===== src/rtl/core/sfla_ram.sv =====
// ----------------------------------------------------------------------------
// sfla_ram
// generic single-port-write, single-port-read ram with registered read
// ----------------------------------------------------------------------------
module sfla_ram #(
    parameter int WIDTH = 32,
    parameter int DEPTH = 64
) (
    input  logic                     clk,
    input  logic                     we,
    input  logic [$clog2(DEPTH)-1:0] waddr,
    input  logic [WIDTH-1:0]         wdata,
    input  logic [$clog2(DEPTH)-1:0] raddr,
    output logic [WIDTH-1:0]         rdata
);

    logic [WIDTH-1:0] mem [DEPTH];

    always_ff @(posedge clk)
    begin
        if (we)
        begin
            mem[waddr] <= wdata;
        end
        rdata <= mem[raddr];
    end

endmodule


===== config.mk =====
export PLATFORM = sky130hd
export DESIGN_NAME = sfla_ram
export DESIGN_NICKNAME = d
export VERILOG_FILES = /design/src/rtl/core/sfla_ram.sv
export SDC_FILE = /design/constraint.sdc
export NUM_CORES = 2
export LEC_CHECK = 0
export BUFFER_PORTS_ARGS = -buffer_cell sky130_fd_sc_hd__buf_2
export CAP_MARGIN = 20
export CELL_PAD_IN_SITES_DETAIL_PLACEMENT = 1
export CELL_PAD_IN_SITES_GLOBAL_PLACEMENT = 2
export CORE_MARGIN = 1.5
export CORE_UTILIZATION = 55
export DETAILED_ROUTE_END_ITERATION = 10
export PLACE_DENSITY_LB_ADDON = 0.1
export SLEW_MARGIN = 0
export SYNTH_ARGS = -nofsm -noshare
export SYNTH_HDL_FRONTEND = slang
export SYNTH_SLANG_ARGS = --single-unit

===== constraint.sdc =====
create_clock -name clk -period 5.75 [get_ports clk]
set_clock_uncertainty 0.15 [all_clocks]
set_input_delay 0.8625 -clock clk [delete_from_list [all_inputs] [get_ports clk]]
set_output_delay 0.8625 -clock clk [all_outputs]
set_load 0.02 [all_outputs]

; ---- Word level (Yosys, flattened, before mapping)
; Memories as Yosys holds them, arrays and structs flattened. A register that Yosys moved wholly into a read port is not among the register bits.
; Index checks and enable logic that the tools add are counted.
[word_totals]
ff_bits = 0
latch_bits = 0
ramBits = 2048
mem_bits_ro = 0
in_bits = 46
out_inout_bits = 32
elab_cells = 3
n_memories = 1
[mem_list]
columns = name, words, width, rd, rd_clocked_by_memory_dff, wr, line_no
row1 = mem, 64, 32, 1, 1, 1, 17  ; logic [WIDTH-1:0] mem [DEPTH];
[classes]
n_addsub = 0
n_mul = 0
div_mod_pow = 0
order_cmp = 0
eq_ne = 0
n_shift = 0
muxes = 2
n_bitwise = 0
reduce_logical = 0
[op_table]
columns = cell, n
row1 = two-way mux 1 bit, 2

; ---- Depth between registers and ports, before layout
[depth]
ltp_word = 2
mapped_depth = 10
mapped_depth_nobuf = 5

; ---- Worst setup path before layout
; Ideal clock, no wire load.
[synth_timing]
path_type = input -> register
startpoint = input waddr[3]
endpoint = memory mem[48][0], enable pin
setup_ns = 0.461
t_arrival_ns = 3.561
required_ns = 5.139
path_slack_ns = 1.578
stages = 4
n_path_buf = 1
path_cell_list = clkbuf_1 nor2b_1 nand4b_1 nor3_1
[synth_lines]
columns = element, line_no
row1 = start: declaration, 11  ; input logic [$clog2(DEPTH)-1:0] waddr,
row2 = end: declaration, 17
; Straight into the memory's write port.

==> metrics.yaml <==
status:
  status: "finished, final reports clean"
logic_synthesis:
  synth_top_area_share: 0.783
  async_reset_ff_frac: 0
  synth.cell_area_um2: 78500
  yosys_register_bits: 2080
  yosysUniqueCellTypes: 34
  synthFlopType: "edfxtp_1"
  synth.yosys.warnings: 0
  yosysMostFrequentCell: "edfxtp_1"
  synth_cells: 3324
  synth_area_leaders: "edfxtp_1, mux4_2, mux2i_1"
  avgSynthCellArea_um2: 23.6
  yosys.area.top_type: "edfxtp_1"
  ys_seq_area_frac: 0.791
  syn-num-nets: 3370
  synthTopCellsByCount: "edfxtp_1, mux4_2, nor2_1, mux2i_1, o22ai_1"
  synth-edff-count: 2048
detailed_routing:
  routed_wl_um: 207000
  dr.first_iter.drc_count: 4151
  via_per_inst: 6.56
  ant_nets: 0
  remaining_drc_errors: 0
  wire_per_inst_um: 36.6
  vias: 37000
  dr.pass1.iters: 5
placed_design:
  io_buffers: 77
  gp_congestion: 0.774
  pre_cts_slack_ps: 1610
  dp.final_hpwl_um: 119000
floorplanning:
  start_util: 0.555
  core_area_um2: 142000
  die_w_um: 381
  dieArea_um2: 145000
  die_h_um: 381
  io_pins: 78
  placementRows: 138
timing:
  setup-tns-final_ps: 0
  worst_slew_pin_slew_ps: 1150
  hold_viol: 0
  fin_crit_sh: 0.568
  layout_min_cycle_time_ps: 3270
  max_slew_margin: 0.230
  finalWorstSetupSlack_ps: 2480
  fmaxAchievable_ghz: 0.306
  rsz0062_at_grt: "false"
  slew_violations: 0
  finalSetupViolations: 0
clocking:
  cts-root-buf: "clkbuf_16"
  numCtsBuffers: 203
  post_cts_buffers: 0
  clock_sinks: 2080
  cts.clk_slew.worst_paths_ps: 70
  cts_resized: 0
  postCtsHoldBufs: 0
  clk_path_buf_depth: 3
  htreeDepth: 4
  tritoncts: "yes"
  clock_latency_ps: 830
global_route:
  grt_use_total: 0.290
  grt-ovfl-total: 0
  grt_pass1_wl_um: 293000
  grt_pass1_vias: 39200
  antenna_found_initial: 12
  grt_max_degree: 72
finish:
  layout-drive-gt1-share: 0.300
  syn2layout_area_growth_pct: 13.4
  layout.nets: 3620
  fillers: 11100
worst_setup_path:
  crit_required_ps: 6270
  crit_arrival_ps: 3790
  startpoint_type: "input pin"
  worstPathMaxFanout: 46
  critical_path_class: "in -> reg"
  endpoint_kind: "flop"
pwr:
  ir_worst_vdd_uv: 287
  powerDensity_nw_per_um2: 354
  p_leak_nw: 27.8
hold_path:
  worstHoldPathType: "in -> reg"
job:
  cap_violations: 0
cell type report:
cell class / count / area (µm²) / area share
multi-input cells: 1062 / 16000 / 0.179
clock buffers: 256 / 5460 / 0.0612
repair buffers: 227 / 2080 / 0.0234
clock inverters: 126 / 1050 / 0.0117
diodes: 6 / 15.0 / 0.000169
well taps: 1890 / 2360 / 0.0265
flip-flops and latches: 2080 / 62100 / 0.698
cells in the final DEF (no fill, tap or decap), types with 5 or more instances in the layout:
master / synthesis / final
nand2b_1: 8 / 8
nand3_1: 5 / 5
clkbuf_16: 0 / 208
nor2_4: 0 / 62
nand3b_1: 5 / 5
clkinv_2: 0 / 37
nor2_1: 137 / 75
inv_6: 0 / 7
a311oi_1: 8 / 8
mux2i_1: 93 / 93
nand2_1: 26 / 26
nor2b_1: 15 / 14
buf_2: 57 / 73
clkinv_1: 0 / 56
buf_12: 0 / 43
mux4_2: 544 / 544
diode_2: 0 / 6
a22oi_1: 12 / 12
o22ai_1: 84 / 84
bufinv_16: 0 / 17
edfxtp_1: 2048 / 2048
nor3_1: 7 / 5
o221ai_1: 27 / 27
clkinvlp_4: 0 / 6
buf_4: 25 / 108
clkbuf_8: 0 / 7
a21oi_1: 62 / 62
clkbuf_1: 74 / 41
dfxtp_1: 32 / 32
critical path, stage by stage:
cell     delay, ps
buf_8          440
buf_12         360
buf_4          400
mux4_2         550
mux4_2         480
o22ai_1        450
nor2_1         110
cells by family (layout without fill, tap and decap cells):
kind of cell           after synthesis  in the layout  synth area share
buffers and inverters              182            609            0.0113
AO/OA/AOI/OAI                      202            202            0.0167
other                                0              6                 0
flip-flops                        2080           2080             0.791
multiplexers                       637            637             0.168
AND/OR/NAND/NOR                    223            223            0.0127
registers in the layout, summed over array words and instances, names as in the netlist:
register and flops:
mem 2048, rdata 32
per-stage QoR:
stage,std cells,power (mW),util,hold WS [ps],cell area [µm²]
2_1_floorplan,3324,18.0,-,513,78500
3_3_place_gp,5228,18.7,0.579,594,81900
3_5_place_dp,5229,18.7,0.579,610,82000
4_1_cts,5611,31.6,0.625,534,88500
5_1_grt,5641,32.2,0.629,197,89100
6_report,5647,31.5,0.629,197,89100
power breakdown:
group | switching (mW) | total, mW | internal (mW)
registers | 0.0874 | 16.9 | 16.8
clock network | 5.61 | 13.1 | 7.45
logic | 0.972 | 1.56 | 0.591
total | 6.67 | 31.5 | 24.8
worst paths after layout:
path / start / to / slack [ps] / cells after the start
setup / recovery: raddr[0] / rdata[6] / 2480 / 7
hold / removal: wdata[0] / mem[12][0] / 200 / 1
setup reg to reg: mem[15][20] / rdata[20] / 3450 / 5
hold reg to reg: mem[29][17] / rdata[17] / 610 / 4
layer usage:
layer,up-vias,share of wire,GRT usage
met5,-,0.000077,0
met4,4,0.033,0.0967
met3,342,0.087,0.0672
met2,1719,0.48,0.454
met1,20200,0.40,0.410
li1,14800,-,-
Power figures use the tool's default switching activity.
